**src/rqle_pkg.sv**
```systemverilog
// types, codes and helpers shared by the register query link engine
`default_nettype none

package rqle_pkg;

    localparam logic [1:0] OP_START = 2'd0;
    localparam logic [1:0] OP_BYTE  = 2'd1;
    localparam logic [1:0] OP_TICK  = 2'd2;
    localparam logic [1:0] OP_READ  = 2'd3;

    localparam logic [1:0] KIND_TX     = 2'd0;
    localparam logic [1:0] KIND_FINISH = 2'd1;
    localparam logic [1:0] KIND_READ   = 2'd2;

    localparam logic [1:0] ST_OK       = 2'd0;
    localparam logic [1:0] ST_MISMATCH = 2'd1;
    localparam logic [1:0] ST_REJECT   = 2'd2;
    localparam logic [1:0] ST_TIMEOUT  = 2'd3;

    localparam logic CFG_PROTOCOL = 1'b0;
    localparam logic CFG_TIMEOUT  = 1'b1;

    localparam logic [15:0] TIMEOUT_RESET = 16'd1000;

    localparam logic [7:0] S_HEAD   = 8'h02;
    localparam logic [7:0] I_HEAD   = 8'h03;
    localparam logic [7:0] I_CMD    = 8'h40;
    localparam logic [7:0] REJ_B0   = 8'h15;
    localparam logic [7:0] REJ_B1   = 8'hEA;
    localparam logic [7:0] ID_SHORT = 8'h50;
    localparam logic [7:0] ID_TINY  = 8'h56;

    localparam logic [8:0] LEN_SHORT   = 9'd6;
    localparam logic [8:0] LEN_TINY    = 9'd4;
    localparam logic [8:0] LEN_S_OTHER = 9'd18;
    localparam logic [8:0] LEN_I_START = 9'd12;
    localparam logic [8:0] LEN_I_POS   = 9'd3;
    localparam logic [8:0] LEN_I_EXTRA = 9'd2;
    localparam logic [8:0] REJ_POS     = 9'd2;

    localparam logic [2:0] S_FRAME_LEN = 3'd3;
    localparam logic [2:0] I_FRAME_LEN = 3'd4;

    typedef struct packed {
        logic [1:0] op;
        logic [7:0] register_id;
        logic [7:0] rx_byte;
        logic [5:0] read_index;
    } cmd_t;

    typedef struct packed {
        logic [1:0] kind;
        logic [7:0] data;
        logic [1:0] status;
        logic       last;
        logic [6:0] reply_count;
    } resp_t;

    typedef struct packed {
        logic [2:0]      count;
        resp_t [3:0]     items;
    } batch_t;

    typedef struct packed {
        logic busy;
    } core_status_t;

    function automatic resp_t make_resp(logic [1:0] kind, logic [7:0] data,
                                        logic [1:0] status, logic last,
                                        logic [6:0] cnt);
        resp_t r;
        r.kind        = kind;
        r.data        = data;
        r.status      = status;
        r.last        = last;
        r.reply_count = cnt;
        return r;
    endfunction

endpackage

`default_nettype wire

```
**src/rqle_cmd_if.sv**
```systemverilog
// request channel carrying one command item
`default_nettype none

interface rqle_cmd_if import rqle_pkg::*; ();
    logic valid;
    logic ready;
    cmd_t payload;

    modport source (output valid, output payload, input ready);
    modport sink (input valid, input payload, output ready);
endinterface

`default_nettype wire

```
**src/rqle_resp_if.sv**
```systemverilog
// response channel carrying one result item
`default_nettype none

interface rqle_resp_if import rqle_pkg::*; ();
    logic  valid;
    logic  ready;
    resp_t payload;

    modport source (output valid, output payload, input ready);
    modport sink (input valid, input payload, output ready);
endinterface

`default_nettype wire

```
**src/rqle_core.sv**
```systemverilog
// query state, reply store and per-item result generation
`default_nettype none

module rqle_core import rqle_pkg::*; #(
    parameter int STORE_DEPTH = 64
) (
    input  wire logic         clk,
    input  wire logic         rst_n,
    input  wire logic         protocol_sel,
    input  wire logic [15:0]  timeout_ticks,
    input  wire logic         accept,
    input  wire logic [5:0]   accept_index,
    input  wire logic         advance,
    input  wire cmd_t         item,
    output batch_t            batch,
    output core_status_t      status
);

    localparam int AW = $clog2(STORE_DEPTH);
    localparam int CW = $clog2(STORE_DEPTH + 1);
    localparam logic [8:0] DEPTH9 = 9'(STORE_DEPTH);

    logic [7:0]    mem [STORE_DEPTH];
    logic [7:0]    rd_data_reg;

    logic          busy_reg,   busy_next;
    logic [CW-1:0] count_reg,  count_next;
    logic [CW-1:0] expect_reg, expect_next;
    logic [7:0]    sum_reg,    sum_next;
    logic [15:0]   ticks_reg,  ticks_next;
    logic [7:0]    byte0_reg,  byte0_next;
    logic          wr_en;
    logic [AW-1:0] wr_addr;
    logic [AW-1:0] rd_addr;

    assign wr_addr = count_reg[AW-1:0];
    assign rd_addr = AW'(accept_index);
    assign status.busy = busy_reg;

    always_comb
    begin
        logic [8:0] count9;
        logic [8:0] inc9;
        logic [8:0] exp9;
        logic [8:0] len9;
        logic [7:0] check;
        logic [7:0] rd_val;
        count9      = 9'(count_reg);
        inc9        = count9 + 9'd1;
        exp9        = 9'(expect_reg);
        len9        = 9'd0;
        check       = ~sum_reg;
        rd_val      = 8'd0;
        busy_next   = busy_reg;
        count_next  = count_reg;
        expect_next = expect_reg;
        sum_next    = sum_reg;
        ticks_next  = ticks_reg;
        byte0_next  = byte0_reg;
        wr_en       = 1'b0;
        batch       = '0;
        case (item.op)
            OP_START:
            begin
                busy_next  = 1'b1;
                count_next = '0;
                sum_next   = 8'd0;
                ticks_next = 16'd0;
                if (protocol_sel)
                begin
                    batch.count    = S_FRAME_LEN;
                    batch.items[0] = make_resp(KIND_TX, S_HEAD, ST_OK, 1'b0, 7'd0);
                    batch.items[1] = make_resp(KIND_TX, item.register_id, ST_OK, 1'b0,
                                               7'd0);
                    batch.items[2] = make_resp(KIND_TX,
                                               ~(8'(S_HEAD + item.register_id)),
                                               ST_OK, 1'b1, 7'd0);
                    if (item.register_id == ID_SHORT)
                        len9 = LEN_SHORT;
                    else if (item.register_id == ID_TINY)
                        len9 = LEN_TINY;
                    else
                        len9 = LEN_S_OTHER;
                end
                else
                begin
                    batch.count    = I_FRAME_LEN;
                    batch.items[0] = make_resp(KIND_TX, I_HEAD, ST_OK, 1'b0, 7'd0);
                    batch.items[1] = make_resp(KIND_TX, I_CMD, ST_OK, 1'b0, 7'd0);
                    batch.items[2] = make_resp(KIND_TX, item.register_id, ST_OK, 1'b0,
                                               7'd0);
                    batch.items[3] = make_resp(KIND_TX,
                                               ~(8'(I_HEAD + I_CMD + item.register_id)),
                                               ST_OK, 1'b1, 7'd0);
                    len9 = LEN_I_START;
                end
                expect_next = CW'(len9);
            end
            OP_BYTE:
            begin
                if (busy_reg && count9 < DEPTH9)
                begin
                    wr_en      = 1'b1;
                    count_next = CW'(inc9);
                    sum_next   = sum_reg + item.rx_byte;
                    if (count_reg == '0)
                        byte0_next = item.rx_byte;
                    if (!protocol_sel && inc9 == LEN_I_POS)
                    begin
                        exp9 = {1'b0, item.rx_byte} + LEN_I_EXTRA;
                        if (exp9 > DEPTH9)
                            exp9 = DEPTH9;
                        expect_next = CW'(exp9);
                    end
                    if (inc9 == REJ_POS && byte0_reg == REJ_B0 && item.rx_byte == REJ_B1)
                    begin
                        busy_next      = 1'b0;
                        batch.count    = 3'd1;
                        batch.items[0] = make_resp(KIND_FINISH, 8'd0, ST_REJECT, 1'b0,
                                                   7'(inc9));
                    end
                    else if (inc9 >= exp9)
                    begin
                        busy_next      = 1'b0;
                        batch.count    = 3'd1;
                        batch.items[0] = make_resp(KIND_FINISH, check,
                                                   (check == item.rx_byte) ? ST_OK
                                                                           : ST_MISMATCH,
                                                   1'b0, 7'(inc9));
                    end
                end
            end
            OP_TICK:
            begin
                if (busy_reg)
                begin
                    if (ticks_reg != 16'hFFFF)
                        ticks_next = ticks_reg + 16'd1;
                    if (ticks_next >= timeout_ticks)
                    begin
                        busy_next      = 1'b0;
                        batch.count    = 3'd1;
                        batch.items[0] = make_resp(KIND_FINISH, 8'd0, ST_TIMEOUT, 1'b0,
                                                   7'(count_reg));
                    end
                end
            end
            OP_READ:
            begin
                if (9'(item.read_index) < count9)
                    rd_val = rd_data_reg;
                batch.count    = 3'd1;
                batch.items[0] = make_resp(KIND_READ, rd_val, ST_OK, 1'b0, 7'(count_reg));
            end
            default:
            begin
                batch = '0;
            end
        endcase
    end

    always_ff @(posedge clk or negedge rst_n)
    begin
        if (!rst_n)
        begin
            busy_reg   <= 1'b0;
            count_reg  <= '0;
            expect_reg <= '0;
            sum_reg    <= 8'd0;
            ticks_reg  <= 16'd0;
            byte0_reg  <= 8'd0;
        end
        else if (advance)
        begin
            busy_reg   <= busy_next;
            count_reg  <= count_next;
            expect_reg <= expect_next;
            sum_reg    <= sum_next;
            ticks_reg  <= ticks_next;
            byte0_reg  <= byte0_next;
        end
    end

    // reply store; a read taken at the same edge as a write to its entry sees the new byte
    always_ff @(posedge clk)
    begin
        if (advance && wr_en)
            mem[wr_addr] <= item.rx_byte;
        if (accept)
        begin
            if (advance && wr_en && wr_addr == rd_addr)
                rd_data_reg <= item.rx_byte;
            else
                rd_data_reg <= mem[rd_addr];
        end
    end

endmodule

`default_nettype wire

```
**src/rqle_result_buf.sv**
```systemverilog
// result buffer holding up to one frame of results, drained one per handshake
`default_nettype none

module rqle_result_buf import rqle_pkg::*; (
    input  wire logic   clk,
    input  wire logic   rst_n,
    input  wire logic   load,
    input  wire batch_t batch,
    input  wire logic   pop,
    output resp_t       head,
    output logic        head_valid,
    output logic        free,
    output logic [2:0]  level
);

    resp_t [3:0] items_reg, items_next;
    logic [2:0]  level_reg, level_next;

    assign head       = items_reg[0];
    assign head_valid = (level_reg != 3'd0);
    assign free       = (level_reg == 3'd0) || (level_reg == 3'd1 && pop);
    assign level      = level_reg;

    always_comb
    begin
        items_next = items_reg;
        level_next = level_reg;
        if (pop)
        begin
            for (int i = 0; i < 3; i++)
                items_next[i] = items_reg[i + 1];
            level_next = level_reg - 3'd1;
        end
        if (load)
        begin
            items_next = batch.items;
            level_next = batch.count;
        end
    end

    always_ff @(posedge clk or negedge rst_n)
    begin
        if (!rst_n)
            level_reg <= 3'd0;
        else
            level_reg <= level_next;
    end

    always_ff @(posedge clk)
    begin
        items_reg <= items_next;
    end

endmodule

`default_nettype wire

```
**src/register_query_link_engine.sv**
```systemverilog
// top level of the register query link engine
//
// cmd takes one request per cycle while the result buffer is free: start query,
// received link byte, time tick or read of a stored reply byte. resp returns
// results: the 3 or 4 bytes of a query frame (last marks the final one), at most
// one finish result per query with its status and, for a full reply, its check
// byte, or one read result. A request is registered at the input and handled
// once the result buffer is free; its results are registered in the result
// buffer before they are offered. Byte, tick and read requests go through at one
// per cycle while the buffer is free. A start request occupies the result buffer
// until its 3 or 4 results are taken, so cmd.ready drops until the frame has drained.
// Reply bytes live in a store of STORE_DEPTH bytes with one write and one read
// port, read when the request is accepted, ahead of its handling.
// Configuration is written on cfg_we with cfg_index selecting the register.
// Reset brings protocol select 0, timeout 1000 ticks and no query running;
// the reply store is not cleared.
// While resp.ready is low the result buffer holds its items; cmd keeps taking
// requests until the input register and the buffer are both full.
`default_nettype none

module register_query_link_engine import rqle_pkg::*; #(
    parameter int STORE_DEPTH = 64
) (
    input  wire logic        clk,
    input  wire logic        rst_n,
    input  wire logic        cfg_we,
    input  wire logic        cfg_index,
    input  wire logic [15:0] cfg_wdata,
    rqle_cmd_if.sink         cmd,
    rqle_resp_if.source      resp
);

    logic         protocol_reg;
    logic [15:0]  timeout_reg;
    cmd_t         cmd_reg;
    logic         cmd_valid_reg;
    logic         accept;
    logic         advance;
    logic         buf_free;
    logic         pop;
    logic [2:0]   buf_level;
    batch_t       batch;
    core_status_t core_st;

    assign advance   = cmd_valid_reg && buf_free;
    assign cmd.ready = !cmd_valid_reg || advance;
    assign accept    = cmd.valid && cmd.ready;
    assign pop       = resp.valid && resp.ready;

    always_ff @(posedge clk or negedge rst_n)
    begin
        if (!rst_n)
        begin
            protocol_reg <= 1'b0;
            timeout_reg  <= TIMEOUT_RESET;
        end
        else if (cfg_we)
        begin
            case (cfg_index)
                CFG_PROTOCOL: protocol_reg <= cfg_wdata[0];
                CFG_TIMEOUT:  timeout_reg  <= cfg_wdata;
                default:      protocol_reg <= protocol_reg;
            endcase
        end
    end

    always_ff @(posedge clk or negedge rst_n)
    begin
        if (!rst_n)
            cmd_valid_reg <= 1'b0;
        else if (cmd.ready)
            cmd_valid_reg <= cmd.valid;
    end

    always_ff @(posedge clk)
    begin
        if (accept)
            cmd_reg <= cmd.payload;
    end

    rqle_core #(
        .STORE_DEPTH (STORE_DEPTH)
    ) u_core (
        .clk           (clk),
        .rst_n         (rst_n),
        .protocol_sel  (protocol_reg),
        .timeout_ticks (timeout_reg),
        .accept        (accept),
        .accept_index  (cmd.payload.read_index),
        .advance       (advance),
        .item          (cmd_reg),
        .batch         (batch),
        .status        (core_st)
    );

    rqle_result_buf u_result_buf (
        .clk        (clk),
        .rst_n      (rst_n),
        .load       (advance),
        .batch      (batch),
        .pop        (pop),
        .head       (resp.payload),
        .head_valid (resp.valid),
        .free       (buf_free),
        .level      (buf_level)
    );

    // a query ends only through a finish result
    a_busy_ends_with_finish: assert property (
        @(posedge clk) disable iff (!rst_n)
        $fell(core_st.busy) |-> $past(advance) && $past(batch.count) == 3'd1
                                && $past(batch.items[0].kind) == KIND_FINISH
    ) else $error("query left busy without a finish result");

    // finish results come only from a running query
    a_finish_needs_busy: assert property (
        @(posedge clk) disable iff (!rst_n)
        advance && batch.count != 3'd0 && batch.items[0].kind == KIND_FINISH
        |-> core_st.busy
    ) else $error("finish result produced while idle");

    // buffer never holds more than one frame
    a_buf_bound: assert property (
        @(posedge clk) disable iff (!rst_n)
        buf_level <= 3'd4
    ) else $error("result buffer overfilled");

endmodule

`default_nettype wire

```
**src/flat_wrapper.sv**
```systemverilog
// flat-port wrapper written by rule: the top's interface ports become plain ports
module register_query_link_engine_flat import rqle_pkg::*;
#(
    parameter int STORE_DEPTH = 64
)
  (clk, rst_n, cfg_we, cfg_index, cfg_wdata, cmd_valid, cmd_payload, cmd_ready, resp_valid, resp_payload, resp_ready);
  rqle_cmd_if cmd_i ();
  rqle_resp_if resp_i ();
  input  wire logic clk;
  input  wire logic rst_n;
  input  wire logic cfg_we;
  input  wire logic cfg_index;
  input  wire logic [15:0] cfg_wdata;
  input wire logic [$bits(cmd_i.valid)-1:0] cmd_valid;
  input wire logic [$bits(cmd_i.payload)-1:0] cmd_payload;
  output wire logic [$bits(cmd_i.ready)-1:0] cmd_ready;
  output wire logic [$bits(resp_i.valid)-1:0] resp_valid;
  output wire logic [$bits(resp_i.payload)-1:0] resp_payload;
  input wire logic [$bits(resp_i.ready)-1:0] resp_ready;
  assign cmd_i.valid = cmd_valid;
  assign cmd_i.payload = cmd_payload;
  assign cmd_ready = cmd_i.ready;
  assign resp_valid = resp_i.valid;
  assign resp_payload = resp_i.payload;
  assign resp_i.ready = resp_ready;
  register_query_link_engine #(.STORE_DEPTH(STORE_DEPTH)) u_core (.clk(clk), .rst_n(rst_n), .cfg_we(cfg_we), .cfg_index(cfg_index), .cfg_wdata(cfg_wdata), .cmd(cmd_i), .resp(resp_i));
endmodule
```
**config.mk**
```make
export PLATFORM = sky130hd
export DESIGN_NAME = register_query_link_engine_flat
export DESIGN_NICKNAME = d
export VERILOG_FILES = /design/src/rqle_pkg.sv /design/src/rqle_cmd_if.sv /design/src/rqle_resp_if.sv /design/src/rqle_core.sv /design/src/rqle_result_buf.sv /design/src/register_query_link_engine.sv /design/src/flat_wrapper.sv
export SDC_FILE = /design/constraint.sdc
export NUM_CORES = 1
export LEC_CHECK = 0
export BUFFER_PORTS_ARGS = -buffer_cell sky130_fd_sc_hd__clkbuf_2
export CAP_MARGIN = 20
export CORE_ASPECT_RATIO = 1.4
export CORE_MARGIN = 5
export CORE_UTILIZATION = 67
export CTS_CLUSTER_SIZE = 10
export DETAILED_ROUTE_END_ITERATION = 12
export PLACE_DENSITY = 0.85
export SLEW_MARGIN = 20
export SYNTH_ARGS = -nofsm -noshare
export SYNTH_HDL_FRONTEND = slang
export SYNTH_SLANG_ARGS = --single-unit
```
**constraint.sdc**
```tcl
create_clock -name clk -period 11 [get_ports clk]
set_clock_uncertainty 0.15 [all_clocks]
set_input_delay 2.2 -clock clk [delete_from_list [all_inputs] [get_ports clk]]
set_output_delay 2.2 -clock clk [all_outputs]
set_load 0.05 [all_outputs]
```
# After elaboration in Yosys (flattened, before gate mapping)
# Memory sizes are Yosys's and may differ from the RTL's. A register that Yosys moved wholly into a read port is not among the register bits.
# Index checks and enable logic that the tools add are counted.
[word_totals] regBits=168 elab_cells=146 mem_count=1 output_inout_bits=22 in_bits=46 ramBits=512
[op_classes] bitwise_logic=5 n_addsub=7 n_reduce_logical=29 n_eq_ne=16 n_lt_le_gt_ge=5 mux=51
[memory_table] memory="u_core.u_core.mem" depth=64 word_bits=8 read_ports=1 rd_clocked_by_memory_dff=1 write_ports=1 line_no="rqle_core.sv:23" rtl="logic [7:0] mem [STORE_DEPTH];"
[op_table] cell="2-to-1 mux 60 bit" n=2
[op_table] cell="2-to-1 mux 19 bit" n=5
[op_table] cell="case mux 20 bit (4 select lines)" n=1
[op_table] cell="2-to-1 mux 16 bit" n=4
[op_table] cell="2-to-1 mux 58 bit" n=1
[op_table] cell="2-to-1 mux 40 bit" n=1
[op_table] cell="2-to-1 mux 9 bit" n=4
[op_table] cell="case mux 16 bit (2 select lines)" n=1
[op_table] cell="2-to-1 mux 7 bit" n=4
[op_table] cell="case mux 7 bit (2 select lines)" n=2
[op_table] cell="2-to-1 mux 8 bit" n=3
[op_table] cell="inverter 8 bit" n=3
[op_table] cell="== test 9 x 2 -> 1 bit, second input constant" n=2
[op_table] cell="adder 16 x 1 -> 16 bit, second input constant" n=1
[op_table] cell="== test 8 x 7 -> 1 bit, second input constant" n=2
[op_table] cell="greater-or-equal comparator 16 bit" n=1
[op_table] cell="inequality test 16 bit, second input constant" n=1
[op_table] cell="case mux 8 bit (2 select lines)" n=1
[op_table] cell="2-to-1 mux 1 bit" n=15
[op_table] cell="case mux 3 bit (4 select lines)" n=1
[op_table] cell="AND reduction 4 bit" n=3
[op_table] cell="2-to-1 mux 5 bit" n=2
[op_table] cell="adder 8 x 2 -> 9 bit, second input constant" n=1
[op_table] cell="greater-or-equal comparator 9 bit" n=1
[op_table] cell="other kinds (30)" n=51

# Logic depth before layout (Yosys ltp)
[logic_depth] depth_word=12 mapped_depth=15 depth_no_buf=14

# By module
# A second synthesis with hierarchy kept.
[hier_totals] cells_unflattened=1851 area_unflattened_um2=30199.0
[modules_own_cells] module="rqle_core" n_inst=1 area_each_um2=25072.8 seq_area_each_um2=16791.1 cells_per_inst=1594
[modules_own_cells] module="rqle_result_buf" n_inst=1 area_each_um2=3649.8 seq_area_each_um2=2477.4 cells_per_inst=190
[modules_own_cells] module="register_query_link_engine" n_inst=1 area_each_um2=1476.4 seq_area_each_um2=1178.6 cells_per_inst=67

# Worst setup path before layout
# OpenSTA, ideal clock, no wires.
[synth_path] path_kind="input port to output port" start="input port resp_ready" end="output port cmd_ready" t_arrival_ns=3.448 slack_ns=5.202 cell_stages=2 cell_sequence="a21oi_1 > o21ai_0"
[synth_via] elab_chain_cells=5
[synth_lines] element="start: declaration" line_no="flat_wrapper.sv:19" rtl="input wire logic [$bits(resp_i.ready)-1:0] resp_ready;"
[synth_lines] element="logical AND 1 bit" line_no="register_query_link_engine.sv:48" rtl="assign pop = resp.valid && resp.ready;"
[synth_lines] element="logical AND 1 bit" line_no="rqle_result_buf.sv:21" rtl="assign free = (level_reg == 3'd0) || (level_reg == 3'd1 && pop);"
[synth_lines] element="logical OR 1 bit" line_no="rqle_result_buf.sv:21"
[synth_lines] element="logical AND 1 bit" line_no="register_query_link_engine.sv:45" rtl="assign advance = cmd_valid_reg && buf_free;"
[synth_lines] element="logical OR 1 bit" line_no="register_query_link_engine.sv:46" rtl="assign cmd.ready = !cmd_valid_reg || advance;"
[synth_lines] element="end: declaration" line_no="flat_wrapper.sv:16" rtl="output wire logic [$bits(cmd_i.ready)-1:0] cmd_ready;"
# No other way between the ends.

# Worst setup path after layout
[layout_path] start="input port resp_ready" end="memory u_core.u_core.mem[49][3] (enable)"
[layout_via] elab_chain_cells=7
[layout_lines] element="logical AND 1 bit" line_no="register_query_link_engine.sv:48"
[layout_lines] element="logical AND 1 bit" line_no="rqle_result_buf.sv:21"
[layout_lines] element="logical OR 1 bit" line_no="rqle_result_buf.sv:21"
[layout_lines] element="logical AND 1 bit" line_no="register_query_link_engine.sv:45"
[layout_lines] element="logical AND 1 bit"
[layout_lines] element="2-to-1 mux 1 bit" line_no="rqle_core.sv:187" rtl="if (advance && wr_en)"
[layout_lines] element="2-to-1 mux 1 bit (not written as such)" line_no="rqle_core.sv:188" rtl="mem[wr_addr] <= item.rx_byte;"
[layout_lines] element="end: declaration" line_no="rqle_core.sv:23"
# No other way between the ends.

==> summary.txt <==
Clock network
  • Sink Count: 659
  • Post-CTS Setup Bufs: 0
  • CTS-repair resized insts: 0
  • Root Driver: clkbuf_16
  • Hold buffer count at cts: 0
  • CTS tree: built
  • Total CTS buffers: 75
  • CTS H-tree depth: 3
  • Clock tree buffer depth: 3
  • Reg clk slew, reported paths: 0.06 ns
  • Worst-skew pair later-pin latency: 0.61 ns

Setup path
  • FF-to-FF End: u_core.u_core.mem[49][3]
  • Max FO, Critical Path: 41
  • Cells on worst reg2reg path: 9
  • Worst path arrival time: 6.05 ns
  • CP max stage delay: 0.79 ns
  • Crit path cell chain: clkbuf_2 -> a21oi_1 -> or2_2 -> inv_1 -> nand2_1 -> nor2_1 -> nand3_1 -> nor2_1
  • Required time of the worst setup path: 11.07 ns
  • Reg2reg start: u_core.u_result_buf.level[0]
  • Crit path capture type: register
  • Bufs and invs on worst path: 2
  • CP max stage cell: nor2_1
  • Crit-path most repeated cell: nor2_1
  • Top Family by Delay on Critical Path: simple AND/OR/NAND/NOR gates
  • Reg2reg setup slack: 6.05 ns
  • Setup crit end: u_core.u_core.mem[49][3]
  • WS Path Type: in -> reg
  • Crit path depth: 8
  • Setup crit start kind: input pin
  • Beginning of the critical path: resp_ready

Pwr
  • Pwr Density: 213.9 nW/um2
  • VDD IR max: 0.1381 mV
  • Total Power: 6622 uW
  • Leak: 0.01062 uW

STA
  • Tcrit/Tclk final: 54.32%
  • Tightest Pin Transition: 1.072 ns
  • Final hold violations: 0
  • Final setup fails: 0
  • Setup tns final: 0 ns
  • Fin worst setup slack: 5.024 ns
  • RSZ-0062 raised after global routing: no
  • Fin crit period: 5.976 ns
  • Rel. slew slack: 28.53%
  • Peak Freq: 0.1673 GHz
  • Final Slew Violations: 0

Floorplanning
  • Starting density of the core: 67.39%
  • Die ar.: 46370 um2
  • Die Ht: 252.8 um
  • Die width: 183.4 um
  • Core ar.: 41870 um2
  • Ports: 68
  • Row count: 89

Logic synthesis
  • Synth warnings: 0
  • Synth Area in XOR/XNOR: 1.273%
  • Sequential area share after synthesis: 68.96%
  • Synth Area in Compound Gates: 6.736%
  • FFs w/ async S/R, synth: 10.32%
  • Simple-Gate Fraction of Synth Area: 6.080%
  • Synth area leader: edfxtp_1
  • Mapped Nets: 1812
  • Yosys reg bits: 659
  • Synth top area share: 62.90%
  • Unique masters post-synth: 82
  • Largest cells by area after synthesis: edfxtp_1 (63%), mux4_2 (9.5%), dfrtp_1 (5.5%)
  • Largest family of logic cells by synthesized area: multiplexers
  • Synthesized-area fraction occupied by adder cells: 2.333%
  • Mean cell area of the mapped netlist: 16.46 um2
  • Cells after Synth: 1714
  • Multiplexer share of the synthesized area: 11.97%
  • Primary FF master, synth: edfxtp_1
  • Post-synth EDFFs: 591
  • Synthesized cell area: 28210 um2

Layout
  • Leading cell type in the layout, fill and taps excluded: edfxtp_1
  • Final instance area: 30960 um2
  • Commonest cells after routing, fill and taps aside: edfxtp_1 (591), mux4_2 (119), nor2_1 (116), nand2_1 (80), clkbuf_16 (76)
  • Ratio of cells with drive above 1 in the final layout: 19.07%
  • P&R area growth vs syn: 9.725%
  • Max reg flops: 512
  • Nets@finish: 1878

Place
  • Worst slack, placed: 4.629 ns
  • DP HPWL: 43300 um
  • GP Congestion: 0.9036
  • Dpl cell area: 28860 um2
  • Port Buf Inserts: 67

Status
  • Status: finished clean

GRT
  • First-pass GRT wire length: 108000 um
  • Antenna violations before repair: 1
  • Grt ovf: 0
  • Total track usage: 31.59%
  • Largest net degree at the start of global routing: 75
  • Number of global-route vias before repair: 17155

Route
  • 1st-iter DRT viols: 2215
  • WL per Instance: 30.70 um
  • DRC viols: 0
  • DRT antenna net count: 0
  • Vias per Instance: 7.179
  • Vias: 16914
  • WL final: 72330 um
  • TritonRoute pass-1 iters: 6

Run
  • Maxcap violations: 0

Min path
  • HP Class: reg -> reg
[power by group]
part           internal [uW]  switching, uW  leakage (uW)
Clock                   1260            939      0.000998
Sequential              3080            145       0.00623
Combinational            359            838       0.00339
Total                   4700           1920        0.0106
[cells in the mapped netlist, types with 10 or more instances]
cell	n
nor2_1	116
dfrtp_1	62
a21o_1	11
a22o_1	30
ha_1	51
and2_1	16
buf_4	28
a31oi_1	16
o31ai_1	14
nand2_1	80
nand3_1	36
edfxtp_1	591
a22oi_1	27
nand2b_1	10
buf_2	28
xnor2_1	25
xor2_1	16
mux2_2	28
clkbuf_1	36
nand4_1	17
nor4_1	10
a21oi_1	47
a211oi_1	14
o21ai_0	47
nor3_1	18
mux4_2	119
inv_1	49
mux2i_1	37
[worst min path at each step]
stage                                     start  cells past startpoint                           to
CTS                 u_core.u_core.expect_reg[4]                      1  u_core.u_core.expect_reg[4]
global route              u_core.timeout_reg[4]                      1        u_core.timeout_reg[4]
global placement     u_core.u_core.byte0_reg[0]                      1   u_core.u_core.byte0_reg[0]
finish              u_core.u_core.expect_reg[4]                      1  u_core.u_core.expect_reg[4]
detailed placement  u_core.u_core.expect_reg[4]                      1  u_core.u_core.expect_reg[4]
floorplan           u_core.u_core.expect_reg[4]                      1  u_core.u_core.expect_reg[4]
[routing by layer]
layer,vias to the layer above,part of all wire [%],GRT usage (%)
met5,-,0,0
met4,0,7.7,21.27
met3,313,9.8,5.877
met2,1375,51,52.55
met1,8349,32,37.68
li1,6877,-,-
[metrics by stage]
stage / cells / hold slack, ns / util [%]
final: 2356 / 0.3464 / 73.94
after global routing: 2356 / 0.3599 / 73.94
after CTS: 2354 / 0.3458 / 73.87
after detailed placement: 2248 / 0.3325 / 68.94
after global placement: 2248 / 0.3320 / 68.94
after floorplan: 1714 / 0.3084 / -
[final cells by class]
class,count,area (um2)
timing repair buffer,91,546.8
clock buffer,102,1999
tap,546,683.2
sequential,659,19460
fill,2306,10910
inverter,51,191.4
antenna,1,2.502
clock inverter,4,65.06
multi-input combinational,902,8014
[cells by family (layout without fill, tap and decap cells)]
| group | Yosys count | in the layout |
|---|---|---|
| muxes | 185 | 185 |
| xor gates and xnor gates | 41 | 41 |
| and+or+nand+nor | 354 | 354 |
| adders and majority gates | 52 | 52 |
| other | 1 | 2 |
| buffers and inverters | 153 | 248 |
| AOI/OAI and AO/OA | 269 | 269 |
| DFF | 659 | 659 |
(Power assumes the default switching activity.)
